==> config.mk <==
export PLATFORM = sky130hd
export DESIGN_NAME = rtf_html_deencapsulator_top
export DESIGN_NICKNAME = d
export VERILOG_FILES = /design/src/rtl/rhd_pkg.sv /design/src/rtl/rtf_html_deencapsulator_top.sv
export SDC_FILE = /design/constraint.sdc
export NUM_CORES = 1
export LEC_CHECK = 0
export BUFFER_PORTS_ARGS = -buffer_cell sky130_fd_sc_hd__buf_2
export CELL_PAD_IN_SITES_DETAIL_PLACEMENT = 0
export CELL_PAD_IN_SITES_GLOBAL_PLACEMENT = 1
export CORE_AREA = 2 2 170 172
export DETAILED_ROUTE_END_ITERATION = 8
export DIE_AREA = 0 0 172 174
export PLACE_DENSITY_LB_ADDON = 0.3
export SYNTH_ARGS = -nofsm -noshare
export SYNTH_HDL_FRONTEND = slang
export SYNTH_SLANG_ARGS = --single-unit
==> constraint.sdc <==
create_clock -name i_clk -period 6.1 [get_ports i_clk]
set_input_delay 0.915 -clock i_clk [delete_from_list [all_inputs] [get_ports i_clk]]
set_output_delay 0.915 -clock i_clk [all_outputs]
set_load 0.005 [all_outputs]
==> src/rtl/rhd_pkg.sv <==
package rhd_pkg;

    localparam int WINDOW_BYTES = 11;
    localparam int TAG_BITS     = 16;
    localparam int MATCH_BYTES  = 11;
    localparam int FILL_W       = $clog2(WINDOW_BYTES + 1);
    localparam int IDX_W        = $clog2(WINDOW_BYTES);

    typedef struct packed {
        logic [7:0] in_byte;
        logic       in_last;
    } t_in_word;

    typedef struct packed {
        logic [7:0] out_byte;
        logic       out_last;
    } t_out_word;

    typedef logic [WINDOW_BYTES-1:0][7:0] t_window;
    typedef logic [MATCH_BYTES-1:0][7:0]  t_pattern;

    typedef enum logic [3:0] {
        MODE_SEEK      = 4'd0,
        MODE_NORMAL    = 4'd1,
        MODE_TAGNUM    = 4'd2,
        MODE_SKIPBRACE = 4'd3,
        MODE_DIGITS    = 4'd4,
        MODE_PNTEXT    = 4'd5,
        MODE_HTMLRTF   = 4'd6
    } t_mode;

    typedef enum logic [1:0] {
        ST_IDLE,
        ST_DECIDE,
        ST_EMIT,
        ST_TERM
    } t_state;

    // Patterns are left-justified: first character in the top byte.
    localparam t_pattern P_HTMLTAG_OPEN = "{\\*\\htmltag";
    localparam t_pattern P_HTMLTAG      = {"\\*\\htmltag", 8'h00};
    localparam t_pattern P_MHTMLTAG     = "\\*\\mhtmltag";
    localparam t_pattern P_PAR          = {"\\par", 56'h0};
    localparam t_pattern P_TAB          = {"\\tab", 56'h0};
    localparam t_pattern P_LINE         = {"\\line", 48'h0};
    localparam t_pattern P_LI           = {"\\li", 64'h0};
    localparam t_pattern P_FI           = {"\\fi-", 56'h0};
    localparam t_pattern P_HEX          = {"\\'", 72'h0};
    localparam t_pattern P_PNTEXT       = {"\\pntext", 32'h0};
    localparam t_pattern P_HTMLRTF      = {"\\htmlrtf", 24'h0};
    localparam t_pattern P_HTMLRTF0     = {"\\htmlrtf0", 16'h0};
    localparam t_pattern P_LBRACE       = {"\\{", 72'h0};
    localparam t_pattern P_RBRACE       = {"\\}", 72'h0};

    function automatic logic f_match(t_window w, logic [FILL_W-1:0] fill,
                                     t_pattern pat, logic [FILL_W-1:0] n);
        logic ok;
        ok = (fill >= n);
        for (int i = 0; i < MATCH_BYTES; i++) begin
            if (i < int'(n) && w[i] != pat[MATCH_BYTES-1-i]) begin
                ok = 1'b0;
            end
        end
        return ok;
    endfunction

    // Escape digit value, lenient letter rule; absent bytes read as zero,
    // other bytes keep their raw code.
    function automatic logic [7:0] f_hex(logic [7:0] b, logic present);
        logic [7:0] v;
        v = b;
        if (!present) begin
            v = 8'd0;
        end else if (b >= "0" && b <= "9") begin
            v = b - 8'd48;
        end else if (b >= "A" && b <= "Z") begin
            v = b - 8'd55;
        end else if (b >= "a" && b <= "z") begin
            v = b - 8'd87;
        end
        return v;
    endfunction

endpackage

==> src/rtl/rtf_html_deencapsulator_top.sv <==
// Channel | Direction | Handshake              | Word
// in      | input     | i_in_valid / o_in_stall  | rhd_pkg::t_in_word
// out     | output    | o_out_valid / i_out_stall| rhd_pkg::t_out_word
//
// One word is taken, then the lookahead window is decoded one step per cycle
// by a single decode unit while no byte is being emitted; each emitted byte
// leaves through the output register. The last word drains the window, and
// the terminator follows it.
// Reset is synchronous, active low, and needs no clearing pass.
// A stall on the output holds the sequencer in its emit or terminator state.
module rtf_html_deencapsulator_top (
    input  logic                i_clk,
    input  logic                i_rst_n,
    input  logic                i_in_valid,
    output logic                o_in_stall,
    input  rhd_pkg::t_in_word   i_in,
    output logic                o_out_valid,
    input  logic                i_out_stall,
    output rhd_pkg::t_out_word  o_out
);

    localparam int FW = rhd_pkg::FILL_W;
    localparam int TB = rhd_pkg::TAG_BITS;

    rhd_pkg::t_state  r_state, n_state;
    rhd_pkg::t_mode   r_mode, n_mode;
    rhd_pkg::t_window r_win;
    logic [FW-1:0]    r_fill;
    logic [TB-1:0]    r_tag, n_tag;
    logic [TB-1:0]    r_pend, n_pend;
    logic             r_pend_v, n_pend_v;
    logic             r_marker, n_marker;
    logic             r_drain;

    // Emit buffer filled by one decode step.
    logic [2:0][7:0]  r_ebuf, n_ebuf;
    logic [1:0]       r_ecnt, n_ecnt;
    logic [1:0]       r_eidx;

    logic             r_out_valid, n_out_valid;
    rhd_pkg::t_out_word r_out;

    logic [FW-1:0]    d_cons;
    logic             in_acc, slot_free, work;
    logic [7:0]       b;

    assign in_acc    = i_in_valid && !o_in_stall;
    assign slot_free = !r_out_valid || !i_out_stall;
    assign b         = r_win[0];
    assign work      = r_drain ? (r_fill != '0)
                               : (r_fill >= FW'(rhd_pkg::WINDOW_BYTES));

    // Single decode unit: one step of the parser on the current window.
    always_comb begin
        logic [FW-1:0] sp_n;
        logic [7:0]    hi, lo;
        logic          skip;
        n_mode   = r_mode;
        n_tag    = r_tag;
        n_pend   = r_pend;
        n_pend_v = r_pend_v;
        n_marker = r_marker;
        n_ebuf   = r_ebuf;
        n_ecnt   = 2'd0;
        d_cons   = '0;
        sp_n     = '0;
        hi       = '0;
        lo       = '0;
        skip     = 1'b0;
        case (r_mode)
            rhd_pkg::MODE_SEEK: begin
                if (rhd_pkg::f_match(r_win, r_fill, rhd_pkg::P_HTMLTAG_OPEN, FW'(11)))
                    n_mode = rhd_pkg::MODE_NORMAL;
                else
                    d_cons = FW'(1);
            end
            rhd_pkg::MODE_TAGNUM: begin
                if (b >= "0" && b <= "9") begin
                    n_tag  = (r_tag << 3) + (r_tag << 1) + TB'(b - 8'd48);
                    d_cons = FW'(1);
                end else begin
                    if (b == " ")
                        d_cons = FW'(1);
                    if (r_marker) begin
                        n_pend   = r_tag;
                        n_pend_v = 1'b1;
                        n_mode   = rhd_pkg::MODE_NORMAL;
                    end else begin
                        skip     = r_pend_v && (r_pend == r_tag);
                        n_pend_v = 1'b0;
                        n_mode   = skip ? rhd_pkg::MODE_SKIPBRACE : rhd_pkg::MODE_NORMAL;
                    end
                end
            end
            rhd_pkg::MODE_SKIPBRACE: begin
                if (b == "}")
                    n_mode = rhd_pkg::MODE_NORMAL;
                d_cons = FW'(1);
            end
            rhd_pkg::MODE_DIGITS: begin
                if (b >= "0" && b <= "9") begin
                    d_cons = FW'(1);
                end else begin
                    if (b == " ")
                        d_cons = FW'(1);
                    n_mode = rhd_pkg::MODE_NORMAL;
                end
            end
            rhd_pkg::MODE_PNTEXT: begin
                if (b == "}")
                    n_mode = rhd_pkg::MODE_NORMAL;
                else
                    d_cons = FW'(1);
            end
            rhd_pkg::MODE_HTMLRTF: begin
                if (rhd_pkg::f_match(r_win, r_fill, rhd_pkg::P_HTMLRTF0, FW'(9))) begin
                    sp_n   = FW'(9);
                    n_mode = rhd_pkg::MODE_NORMAL;
                end else begin
                    d_cons = FW'(1);
                end
            end
            default: begin
                if (b == "{" || b == "}") begin
                    d_cons = FW'(1);
                end else if (rhd_pkg::f_match(r_win, r_fill, rhd_pkg::P_HTMLTAG, FW'(10))) begin
                    d_cons = FW'(10);
                    n_tag = '0; n_marker = 1'b0; n_mode = rhd_pkg::MODE_TAGNUM;
                end else if (rhd_pkg::f_match(r_win, r_fill, rhd_pkg::P_MHTMLTAG, FW'(11))) begin
                    d_cons = FW'(11);
                    n_tag = '0; n_marker = 1'b1; n_mode = rhd_pkg::MODE_TAGNUM;
                end else if (rhd_pkg::f_match(r_win, r_fill, rhd_pkg::P_PAR, FW'(4))) begin
                    n_ebuf[0] = 8'h0d; n_ebuf[1] = 8'h0a; n_ecnt = 2'd2;
                    sp_n = FW'(4);
                end else if (rhd_pkg::f_match(r_win, r_fill, rhd_pkg::P_TAB, FW'(4))) begin
                    n_ebuf = {3{8'h20}}; n_ecnt = 2'd3;
                    sp_n = FW'(4);
                end else if (rhd_pkg::f_match(r_win, r_fill, rhd_pkg::P_LINE, FW'(5))) begin
                    n_ebuf[0] = 8'h0d; n_ebuf[1] = 8'h0a; n_ecnt = 2'd2;
                    sp_n = FW'(5);
                end else if (rhd_pkg::f_match(r_win, r_fill, rhd_pkg::P_LI, FW'(3))) begin
                    d_cons = FW'(3); n_mode = rhd_pkg::MODE_DIGITS;
                end else if (rhd_pkg::f_match(r_win, r_fill, rhd_pkg::P_FI, FW'(4))) begin
                    d_cons = FW'(4); n_mode = rhd_pkg::MODE_DIGITS;
                end else if (rhd_pkg::f_match(r_win, r_fill, rhd_pkg::P_HEX, FW'(2))) begin
                    hi = rhd_pkg::f_hex(r_win[2], r_fill > FW'(2));
                    lo = rhd_pkg::f_hex(r_win[3], r_fill > FW'(3));
                    // high digit keeps its low nibble, low digit adds at full width
                    n_ebuf[0] = {hi[3:0], 4'h0} + lo; n_ecnt = 2'd1;
                    d_cons = FW'(4);
                end else if (rhd_pkg::f_match(r_win, r_fill, rhd_pkg::P_PNTEXT, FW'(7))) begin
                    d_cons = FW'(7); n_mode = rhd_pkg::MODE_PNTEXT;
                end else if (rhd_pkg::f_match(r_win, r_fill, rhd_pkg::P_HTMLRTF, FW'(8))) begin
                    d_cons = FW'(1); n_mode = rhd_pkg::MODE_HTMLRTF;
                end else if (b == 8'h0d || b == 8'h0a) begin
                    d_cons = FW'(1);
                end else if (rhd_pkg::f_match(r_win, r_fill, rhd_pkg::P_LBRACE, FW'(2))) begin
                    n_ebuf[0] = "{"; n_ecnt = 2'd1; d_cons = FW'(2);
                end else if (rhd_pkg::f_match(r_win, r_fill, rhd_pkg::P_RBRACE, FW'(2))) begin
                    n_ebuf[0] = "}"; n_ecnt = 2'd1; d_cons = FW'(2);
                end else begin
                    n_ebuf[0] = b; n_ecnt = 2'd1; d_cons = FW'(1);
                end
            end
        endcase
        // Swallow one trailing space after a control word.
        if (sp_n != '0) begin
            d_cons = sp_n;
            if (sp_n < r_fill && r_win[sp_n[rhd_pkg::IDX_W-1:0]] == " ")
                d_cons = sp_n + FW'(1);
        end
    end

    // Sequencer next state.
    always_comb begin
        n_state = r_state;
        case (r_state)
            rhd_pkg::ST_IDLE: begin
                if (in_acc)
                    n_state = rhd_pkg::ST_DECIDE;
            end
            rhd_pkg::ST_DECIDE: begin
                if (!work)
                    n_state = r_drain ? rhd_pkg::ST_TERM : rhd_pkg::ST_IDLE;
                else if (n_ecnt != 2'd0)
                    n_state = rhd_pkg::ST_EMIT;
            end
            rhd_pkg::ST_EMIT: begin
                if (slot_free && (r_eidx + 2'd1 == r_ecnt))
                    n_state = rhd_pkg::ST_DECIDE;
            end
            rhd_pkg::ST_TERM: begin
                if (slot_free)
                    n_state = rhd_pkg::ST_IDLE;
            end
            default: n_state = rhd_pkg::ST_IDLE;
        endcase
    end

    // Sequencer outputs.
    always_comb begin
        o_in_stall = (r_state != rhd_pkg::ST_IDLE);
        // a free slot loads a byte in emit or terminator states, else empties
        if (slot_free)
            n_out_valid = (r_state == rhd_pkg::ST_EMIT) || (r_state == rhd_pkg::ST_TERM);
        else
            n_out_valid = r_out_valid;
    end

    assign o_out_valid = r_out_valid;
    assign o_out       = r_out;

    always_ff @(posedge i_clk) begin
        if (!i_rst_n) begin
            r_state     <= rhd_pkg::ST_IDLE;
            r_mode      <= rhd_pkg::MODE_SEEK;
            r_fill      <= '0;
            r_tag       <= '0;
            r_pend      <= '0;
            r_pend_v    <= 1'b0;
            r_marker    <= 1'b0;
            r_drain     <= 1'b0;
            r_ecnt      <= '0;
            r_eidx      <= '0;
            r_out_valid <= 1'b0;
        end else begin
            r_state     <= n_state;
            r_out_valid <= n_out_valid;
            case (r_state)
                rhd_pkg::ST_IDLE: begin
                    if (in_acc) begin
                        r_drain <= i_in.in_last;
                        if (r_fill < FW'(rhd_pkg::WINDOW_BYTES)) begin
                            r_win[r_fill[rhd_pkg::IDX_W-1:0]] <= i_in.in_byte;
                            r_fill <= r_fill + FW'(1);
                        end
                    end
                end
                rhd_pkg::ST_DECIDE: begin
                    if (work) begin
                        r_mode   <= n_mode;
                        r_tag    <= n_tag;
                        r_pend   <= n_pend;
                        r_pend_v <= n_pend_v;
                        r_marker <= n_marker;
                        r_ebuf   <= n_ebuf;
                        r_ecnt   <= n_ecnt;
                        r_eidx   <= '0;
                        if (d_cons >= r_fill)
                            r_fill <= '0;
                        else begin
                            r_fill <= r_fill - d_cons;
                            r_win  <= r_win >> {d_cons, 3'b000};
                        end
                    end
                end
                rhd_pkg::ST_EMIT: begin
                    if (slot_free) begin
                        r_out.out_byte <= r_ebuf[r_eidx];
                        r_out.out_last <= 1'b0;
                        r_eidx         <= r_eidx + 2'd1;
                    end
                end
                rhd_pkg::ST_TERM: begin
                    if (slot_free) begin
                        r_out.out_byte <= 8'h00;
                        r_out.out_last <= 1'b1;
                        // back to reset state for the next stream
                        r_mode   <= rhd_pkg::MODE_SEEK;
                        r_fill   <= '0;
                        r_tag    <= '0;
                        r_pend   <= '0;
                        r_pend_v <= 1'b0;
                        r_marker <= 1'b0;
                        r_drain  <= 1'b0;
                    end
                end
                default: ;
            endcase
        end
    end

endmodule

==> results of run 1 <==
-- flip-flops by register name (all words and copies together), names as in the netlist --
| name | flops |
|---|---|
| r_mode | 3 |
| b | 8 |
| r_drain | 1 |
| r_state | 2 |
| o_out | 9 |
| r_eidx | 2 |
| r_ecnt | 2 |
| r_pend | 16 |
| r_ebuf | 10 |
| r_marker | 1 |
| r_tag | 16 |
| r_fill | 4 |
| r_win | 80 |
| r_pend_v | 1 |
| o_out_valid | 1 |
-- power breakdown --
group | internal (mW) | leakage [nW] | switching, mW | total (mW)
Combinational | 0.319 | 3.84 | 0.620 | 0.939
Sequential | 1.21 | 1.38 | 0.0909 | 1.30
Clock | 0.649 | 0.283 | 0.487 | 1.14
-- layout by cell type, fill, tap and decap left out, types with 17 or more instances in the layout --
| cell type | synthesis | routed |
|---|---|---|
| a21oi_1 | 99 | 98 |
| buf_2 | 15 | 23 |
| buf_4 | 5 | 80 |
| clkbuf_16 | 0 | 17 |
| dfxtp_1 | 49 | 49 |
| edfxtp_1 | 107 | 107 |
| ha_1 | 48 | 48 |
| inv_1 | 45 | 45 |
| mux2i_1 | 102 | 102 |
| nand2_1 | 131 | 131 |
| nand3_1 | 68 | 68 |
| nand4_1 | 23 | 23 |
| nor2_1 | 129 | 126 |
| nor3_1 | 31 | 31 |
| o21ai_0 | 41 | 41 |
| o221ai_1 | 29 | 29 |
| o22ai_1 | 25 | 25 |
| xnor2_1 | 24 | 24 |
| xor2_1 | 25 | 25 |
-- logic make-up after synthesis --
family                   synth area share
multiplexers                       0.0969
adder cells (fa/ha/maj)            0.0720
AO/OA/AOI/OAI                       0.188
XOR/XNOR                           0.0343
buffers and inverters              0.0393
flip-flops                          0.335
AND/OR/NAND/NOR                     0.234
-- layer usage --
layer  share of wire  vias to the layer above
met5               0                        -
met4           0.075                        0
met3           0.096                      220
met2            0.45                      784
met1            0.38                     5962
li1                -                     5450
-- worst reg2reg max path, cell delays in order, from the launching register on --
cell and delay (ns):
edfxtp_1 0.59, nand4b_1 0.34, or4_1 0.66, nor4_2 0.26, and2_1 0.23, a21o_1 0.17, nor2_1 0.07, nand4_1 0.14
nand2b_1 0.10, o2111a_1 0.24, a2111oi_0 0.35, ha_1 0.27, inv_1 0.06, or4_1 0.52, o31ai_1 0.19, nor2_4 0.28
buf_4 0.31, mux2i_1 0.20, mux2i_1 0.23, nor2_1 0.08, o31ai_2 0.37
-- repair_timing --
item | in CTS | in global routing
buffers inserted | 0 | 3
cloned | 0 | 0
setup endpoints to repair | 9 | 123
gates resized for setup | 1 | 10
hold buffers | 0 | 0
pin swaps | 0 | 0
-- path summary, 6_finish.rpt --
check / startpoint / endpoint / depth (start not counted)
max: r_win[59]$_DFFE_PP_ / r_win[17]$_DFFE_PP_ / 20
min: r_pend[8]$_SDFFE_PN0P_ / r_pend[8]$_SDFFE_PN0P_ / 2
max reg2reg: r_win[59]$_DFFE_PP_ / r_win[17]$_DFFE_PP_ / 20
min reg2reg: r_pend[8]$_SDFFE_PN0P_ / r_pend[8]$_SDFFE_PN0P_ / 2
-- through the flow --
stage | util | area [um2] | cells | TNS [ns]
global placement | 0.474 | 13400 | 1816 | 0
finish | 0.498 | 14100 | 1851 | 0
CTS | 0.496 | 14000 | 1848 | 0
floorplan | - | 12500 | 1406 | 0
detailed placement | 0.474 | 13400 | 1816 | -0.0911
global route | 0.498 | 14100 | 1851 | 0
-- layout make-up --
type	instances	area, um2	share of cell area
clock buffer	20	437	0.0310
clock inverter	12	161	0.0115
inverter	47	176	0.0125
multi-input combinational	1129	7910	0.562
sequential	156	4190	0.298
tap	384	480	0.0341
timing repair buffer	103	716	0.0509
==> impl_metrics.json, run 1 <==
{
  "synth_edf_count": 107,
  "fill_cells": 2786,
  "slew_headroom": 0.339,
  "ant_nets": 0,
  "grt_setup_unrepaired": "no",
  "timing.hold.ws_ns": 0.463,
  "h-tree-depth": 4,
  "grtUsageMet2": 0.546,
  "arrival_ns": 6.08,
  "worstPathCellList": "nand4b_1 > or4_1 > nor4_2 > and2_1 > a21o_1 > nor2_1 > nand4_1 > nand2b_1 > o2111a_1 > a2111oi_0 > ha_1 > inv_1 > or4_1 > o31ai_1 > nor2_4 > buf_4 > mux2i_1 > mux2i_1 > nor2_1 > o31ai_2",
  "tightest_slew_ns": 0.983,
  "setup_viol": 0,
  "fin_crit_sh": 0.962,
  "vias_per_cell": 6.71,
  "cp-start-kind": "flip-flop",
  "dr_total_vias": 12400,
  "design.core.area_um2": 28200,
  "cts-root-buf": "clkbuf_16",
  "yosys.area.top_type": "edfxtp_1",
  "drt_iter0_drc": 1572,
  "drc": 0,
  "crit_slowest_cell": "or4_1",
  "cp_data_required_time_ns": 6.31,
  "power_leakage_nw": 5.50,
  "clock.fmax_mhz": 170,
  "ir_drop_mv": 0.197,
  "post_drt_wl_per_cell_um": 28.0,
  "tritoncts": "done",
  "met3_usage": 0.0660,
  "period_needed_ns": 5.87,
  "clk_latency_ns": 0.46,
  "yosysSeqAreaShare": 0.335,
  "async_flop_share": 0,
  "yosys_warnings": 0,
  "diodes": 0,
  "rows": 62,
  "numCtsBuffers": 17,
  "synth_top_area_share": 0.257,
  "synth_flop_cell": "edfxtp_1",
  "die_x_um": 172,
  "area_delta_synth_final_pct": 12.4,
  "drive_above_1_share": 0.122,
  "dp.final_hpwl_mm": 39.2,
  "r2r_slack_ns": 0.23,
  "synth.most_common_cell": "nand2_1",
  "start_util": 0.443,
  "use_met1": 0.437,
  "ys_seq_elements": 156,
  "crit_family": "simple AND/OR/NAND/NOR gates",
  "ys_top_cells_by_count": "nand2_1 (131), nor2_1 (129), edfxtp_1 (107)",
  "antenna_found_initial": 1,
  "path_buf_inv": 2,
  "slew_viol_final": 0,
  "path_clk_slew_ns": 0.07,
  "synthCells": 1406,
  "synth.area.top_cells": "edfxtp_1 (26%), mux2i_1 (8.2%), dfxtp_1 (7.8%)",
  "fin_nets": 1530,
  "cp_slowest_stage_delay_ns": 0.66,
  "grt_max_degree": 62,
  "die_y_um": 174,
  "syn-cell-area_um2": 12500,
  "wirelength_mm": 51.8,
  "crit_path_end_kind": "flip-flop",
  "gp_congestion": 1.06,
  "die_area_um2": 29900,
  "hold_violations": 0,
  "status": "finished, final reports clean",
  "grt_pass1_wl_mm": 75.8,
  "finalPower_mw": 3.37,
  "grt_pass1_vias": 12000,
  "hold_class": "reg2reg",
  "preCtsSetupSlack_ns": -0.0117,
  "grt-ovfl-total": 0,
  "grt.busiest_layer": "met2",
  "maxCapViolations": 0,
  "cts.sinks": 156,
  "p_per_area_nw_per_um2": 240,
  "cp_max_fo": 20,
  "port_buffers": 23,
  "finClkSkew_ns": 0.0235,
  "first_pass_iters": 6,
  "pin_count": 24,
  "crit_type": "reg2reg",
  "grtUsageTotal": 0.347,
  "syn_nets": 1482,
  "clk_path_buf_depth": 2,
  "yosysUniqueCellTypes": 86,
  "syn_avg_cell_area_um2": 8.90,
  "setup_ws_ns": 0.230
}
Note: power is estimated with default switching activity, not from simulation.
==> run 2, diff against run 1 <==
--- a/config.mk
+++ b/config.mk
@@ -11,7 +11,7 @@
 export CORE_AREA = 2 2 170 172
 export DETAILED_ROUTE_END_ITERATION = 8
 export DIE_AREA = 0 0 172 174
-export PLACE_DENSITY_LB_ADDON = 0.3
+export PLACE_DENSITY = 0.78
 export SYNTH_ARGS = -nofsm -noshare
 export SYNTH_HDL_FRONTEND = slang
 export SYNTH_SLANG_ARGS = --single-unit
==> impl_metrics.json, run 2 (synthesis gave the netlist of run 1 again) <==
{
  "status": "finished, final reports clean",
  "drive_above_1_share": 0.115,
  "vias_per_cell": 6.67,
  "pin_count": 24,
  "top_register": "r_win",
  "finalPower_mw": 3.40,
  "ir_drop_mv": 0.177,
  "tritoncts": "done",
  "final_cell_mix": "nand2_1 (131), nor2_1 (126), edfxtp_1 (107)",
  "grt_setup_unrepaired": "no",
  "power_switching_mw": 1.19,
  "drc": 0,
  "grt-ovfl-total": 0,
  "cts.sinks": 156,
  "first_pass_iters": 6,
  "cp_max_fo": 15,
  "crit_type": "reg2reg",
  "die_x_um": 172,
  "wirelength_mm": 50.5,
  "post_cts_resized": 0,
  "reg.largest.list": "r_win (80), r_pend (16), r_tag (16)",
  "crit_path_end_kind": "flip-flop",
  "port_buffers": 23,
  "drt_iter0_drc": 1542,
  "diodes": 0,
  "clock.fmax_mhz": 171,
  "fill_cells": 2727,
  "die_y_um": 174,
  "grtUsageTotal": 0.341,
  "path_clk_slew_ns": 0.07,
  "fin_nets": 1520,
  "p_comb_frac": 0.270,
  "area_delta_synth_final_pct": 12.1,
  "period_needed_ns": 5.84,
  "p_per_area_nw_per_um2": 242,
  "start_util": 0.443,
  "postCtsSetupBuffers": 0,
  "antenna_found_initial": 0,
  "clk_latency_ns": 0.46,
  "arrival_ns": 6.04,
  "seqPwrFrac": 0.384,
  "rows": 62,
  "largest_reg_flops": 80,
  "holdBufCountCts": 0,
  "layout_commonest_cell": "nand2_1",
  "cp_data_required_time_ns": 6.31,
  "grt_pass1_wl_mm": 74.7,
  "finClkSkew_ns": 0.0143,
  "grt_max_degree": 62,
  "fin_setup_tns_ns": 0,
  "power_leakage_nw": 5.47,
  "dr_total_vias": 12300,
  "ant_nets": 0,
  "grt_pass1_vias": 11600,
  "cts-root-buf": "clkbuf_16",
  "fin_crit_sh": 0.957,
  "tightest_slew_ns": 1.09,
  "post_drt_wl_per_cell_um": 27.4,
  "design.core.area_um2": 28200,
  "slew_headroom": 0.268,
  "die_area_um2": 29900,
  "maxCapViolations": 0,
  "numCtsBuffers": 17,
  "pwr-share-clk": 0.347,
  "gp_congestion": 1.04,
  "h-tree-depth": 4,
  "setup_viol": 0,
  "hold_violations": 0,
  "clk_path_buf_depth": 2,
  "dp.final_hpwl_mm": 38.3,
  "p_int_mw": 2.21,
  "p_sw_frac": 0.349,
  "postLayoutCoreUtil": 0.497,
  "setup_ws_ns": 0.262,
  "slew_viol_final": 0,
  "preCtsSetupSlack_ns": 0.182,
  "hold_class": "reg2reg",
  "cp-start-kind": "flip-flop"
}
run 2: cell count changes in the layout (fill, tap and decap cells not counted), moves of 2 or more:
cell,previous run,this run
buf_4,80,68
nor4_1,16,18
nor4_2,5,3
nor2_4,2,4
run 2: final timing paths:
path / from / end / slack (ns) / cells past startpoint
hold / removal: r_pend[12]$_SDFFE_PN0P_ / r_pend[12]$_SDFFE_PN0P_ / 0.46 / 2
hold reg to reg: r_pend[12]$_SDFFE_PN0P_ / r_pend[12]$_SDFFE_PN0P_ / 0.46 / 2
setup reg to reg: r_win[59]$_DFFE_PP_ / b[7]$_DFFE_PP_ / 0.26 / 19
setup / recovery: r_win[59]$_DFFE_PP_ / b[7]$_DFFE_PP_ / 0.26 / 19
run 2: area by class of cell:
class,count,area [um2],share of cell area
Clock buffer,19,433,0.0309
Inverter,47,176,0.0126
Sequential cell,156,4190,0.299
Multi-Input combinational cell,1130,7910,0.564
Tap cell,384,480,0.0342
Clock inverter,13,190,0.0136
Timing Repair Buffer,92,646,0.0460
run 2: power groups by stage:
stage	logic [mW]	registers [mW]	clock network, mW
3_5_place_dp	0.880	1.32	0
6_report	0.916	1.30	1.18
3_3_place_gp	0.882	1.32	0
4_1_cts	0.885	1.29	1.19
5_1_grt	0.977	1.30	1.23
2_1_floorplan	0.590	1.27	0
run 2: metal layers:
metal	global-route usage	up-vias	share of wire
met5	0	-	0
met1	0.441	5908	0.39
met2	0.519	757	0.45
met4	0.210	0	0.068
met3	0.0715	185	0.094
li1	-	5421	-
run 2: worst max-delay path, cell delays in order (launching register included):
cell	delay, ns
edfxtp_1	0.58
nand4b_1	0.32
or4_1	0.62
nor4_1	0.25
and2_1	0.23
a21o_1	0.18
nor2_1	0.09
nand4_1	0.15
nand2b_1	0.10
o2111a_1	0.24
a2111oi_1	0.31
ha_1	0.26
inv_1	0.07
or4_1	0.54
o31ai_2	0.19
nor2_4	0.28
mux2i_1	0.35
a2bb2oi_1	0.54
a211o_1	0.22
a21oi_1	0.06
run 2: metrics by stage:
| step | instance area [um2] | hold slack [ns] | instances |
|---|---|---|---|
| floorplan | 12500 | 0.443 | 1406 |
| global placement | 13300 | 0.449 | 1808 |
| detailed placement | 13300 | 0.455 | 1808 |
| CTS | 14000 | 0.464 | 1840 |
| global route | 14000 | 0.481 | 1841 |
| finish | 14000 | 0.462 | 1841 |
==> run 3, diff against run 2 <==
--- a/config.mk
+++ b/config.mk
@@ -11,7 +11,8 @@
 export CORE_AREA = 2 2 170 172
 export DETAILED_ROUTE_END_ITERATION = 8
 export DIE_AREA = 0 0 172 174
-export PLACE_DENSITY = 0.78
+export HOLD_SLACK_MARGIN = 0.15
+export PLACE_DENSITY_LB_ADDON = 0.1
 export SYNTH_ARGS = -nofsm -noshare
 export SYNTH_HDL_FRONTEND = slang
 export SYNTH_SLANG_ARGS = --single-unit
==> impl_metrics.json, run 3 (synthesis gave the netlist of run 1 again) <==
{
  "drive_above_1_share": 0.140,
  "grt_max_degree": 62,
  "diodes": 0,
  "crit_path_end_kind": "flip-flop",
  "finClkSkew_ns": 0.0152,
  "design.core.area_um2": 28200,
  "grt_pass1_vias": 12000,
  "start_util": 0.443,
  "dp.final_hpwl_mm": 42.3,
  "crit_slowest_cell": "mux2i_1",
  "dr_total_vias": 12400,
  "crit_start": "r_win[75]$_DFFE_PP_",
  "grt_pass1_wl_mm": 79.7,
  "final_cell_mix": "nand2_1 (131), nor2_1 (127), buf_4 (110)",
  "slew_headroom": 0.293,
  "path_clk_slew_ns": 0.07,
  "area_delta_synth_final_pct": 14.4,
  "largest_reg_flops": 80,
  "die_area_um2": 29900,
  "gp_congestion": 1.03,
  "worstPathCellList": "nor4b_2 > buf_4 > nand3_1 > or4_1 > nor4_2 > a21o_1 > nor2_1 > nand4_1 > nand2b_1 > o2111a_1 > a2111oi_1 > ha_1 > inv_1 > or4_1 > o31ai_1 > nor2_4 > buf_12 > mux2i_1 > mux2i_1 > a21oi_1 > o31ai_1",
  "fin_cells": 1883,
  "first_pass_iters": 5,
  "met3_usage": 0.0663,
  "postLayoutCoreUtil": 0.507,
  "crit_type": "reg2reg",
  "numCtsBuffers": 17,
  "slew_viol_final": 0,
  "preCtsSetupSlack_ns": -0.0445,
  "grt.busiest_layer": "met2",
  "fin_crit_sh": 0.954,
  "cts.sinks": 156,
  "vias_per_cell": 6.60,
  "cts-root-buf": "clkbuf_16",
  "clock.fmax_mhz": 172,
  "fin_nets": 1562,
  "cp_data_required_time_ns": 6.34,
  "setup_viol": 0,
  "reg.largest.list": "r_win (80), r_pend (16), r_tag (16)",
  "cp_slowest_stage_delay_ns": 0.70,
  "ant_nets": 0,
  "cp_max_fo": 56,
  "die_x_um": 172,
  "rows": 62,
  "post_drt_wl_per_cell_um": 29.2,
  "grtUsageMet2": 0.566,
  "arrival_ns": 6.06,
  "grtUsageTotal": 0.371,
  "port_buffers": 23,
  "use_met1": 0.477,
  "setup_ws_ns": 0.283,
  "crit_family": "simple AND/OR/NAND/NOR gates",
  "period_needed_ns": 5.82,
  "maxCapViolations": 0,
  "pin_count": 24,
  "place_inst": 1850,
  "top_register": "r_win",
  "grt_setup_unrepaired": "no",
  "status": "finished, final reports clean",
  "r2r_slack_ns": 0.28,
  "die_y_um": 174,
  "path_buf_inv": 3,
  "tritoncts": "done",
  "p_per_area_nw_per_um2": 238,
  "h-tree-depth": 4,
  "hold_violations": 0,
  "clk_path_buf_depth": 2,
  "cp-start-kind": "flip-flop",
  "layout_commonest_cell": "nand2_1",
  "clk_latency_ns": 0.46,
  "drt_iter0_drc": 1486,
  "grt-ovfl-total": 0,
  "power_leakage_nw": 5.68,
  "wirelength_mm": 54.9,
  "hold_path.startpoint": "r_pend[10]$_SDFFE_PN0P_",
  "antenna_found_initial": 0,
  "hold_class": "reg2reg",
  "tightest_slew_ns": 1.05,
  "ir_drop_mv": 0.192,
  "r2r-start": "r_win[75]$_DFFE_PP_",
  "drc": 0
}
## run 3: cell types whose count changed in the layout (fill, tap and decap cells not counted), sizes merged
cell / before / now
nor2: 134 / 133
buf: 92 / 135
clkbuf: 19 / 18
clkinvlp: 2 / 0
bufinv: 4 / 2
inv: 49 / 53
clkinv: 5 / 6
## run 3: path summary, 6_finish.rpt
path                                                 to  cells after the start
worst min register to register  r_pend[10]$_SDFFE_PN0P_                      2
worst max-delay path                r_win[20]$_DFFE_PP_                     21
worst min-delay path            r_pend[10]$_SDFFE_PN0P_                      2
worst max register to register      r_win[20]$_DFFE_PP_                     21
## run 3: area by class of cell
cell class                 count  area, um2
clock buffer                  18        439
clock inverter                14        155
fill                        2767      13900
inverter                      47        176
multi-input combinational   1129       7900
sequential                   156       4190
tap                          384        480
timing repair buffer         135        981
## run 3: worst min-delay path, cell delays in order (launching register included)
cell and delay [ns]:
dfxtp_1 0.32, nand2_1 0.05, a21oi_1 0.05
## run 3: metrics by stage
stage,cell area [um2],power (mW),setup TNS [ns],hold WS [ns]
finish,14300,3.40,0,0.463
global route,14300,3.52,0,0.481
CTS,14300,3.37,0,0.466
detailed placement,13700,2.27,-0.592,0.456
global placement,13700,2.27,0,0.449
floorplan,12500,1.86,0,0.443
## run 3: power breakdown
group	internal, mW	total [mW]	leakage [nW]	switching (mW)
clock	0.622	1.11	0.297	0.492
sequential	1.21	1.28	1.38	0.0763
combinational	0.345	1.01	4.00	0.660
## run 3: repair_timing
action / 4_1_cts / 5_1_grt
hold buffers: 0 / 0
buffers inserted: 0 / 1
resized for setup: 1 / 9
endpoints found under the setup margin: 56 / 90
## run 3: routing by layer
metal / vias to the layer above / share of wire
li1: 5505 / -
met1: 5949 / 0.40
met2: 770 / 0.44
met3: 208 / 0.085
met4: 0 / 0.078
met5: - / 0
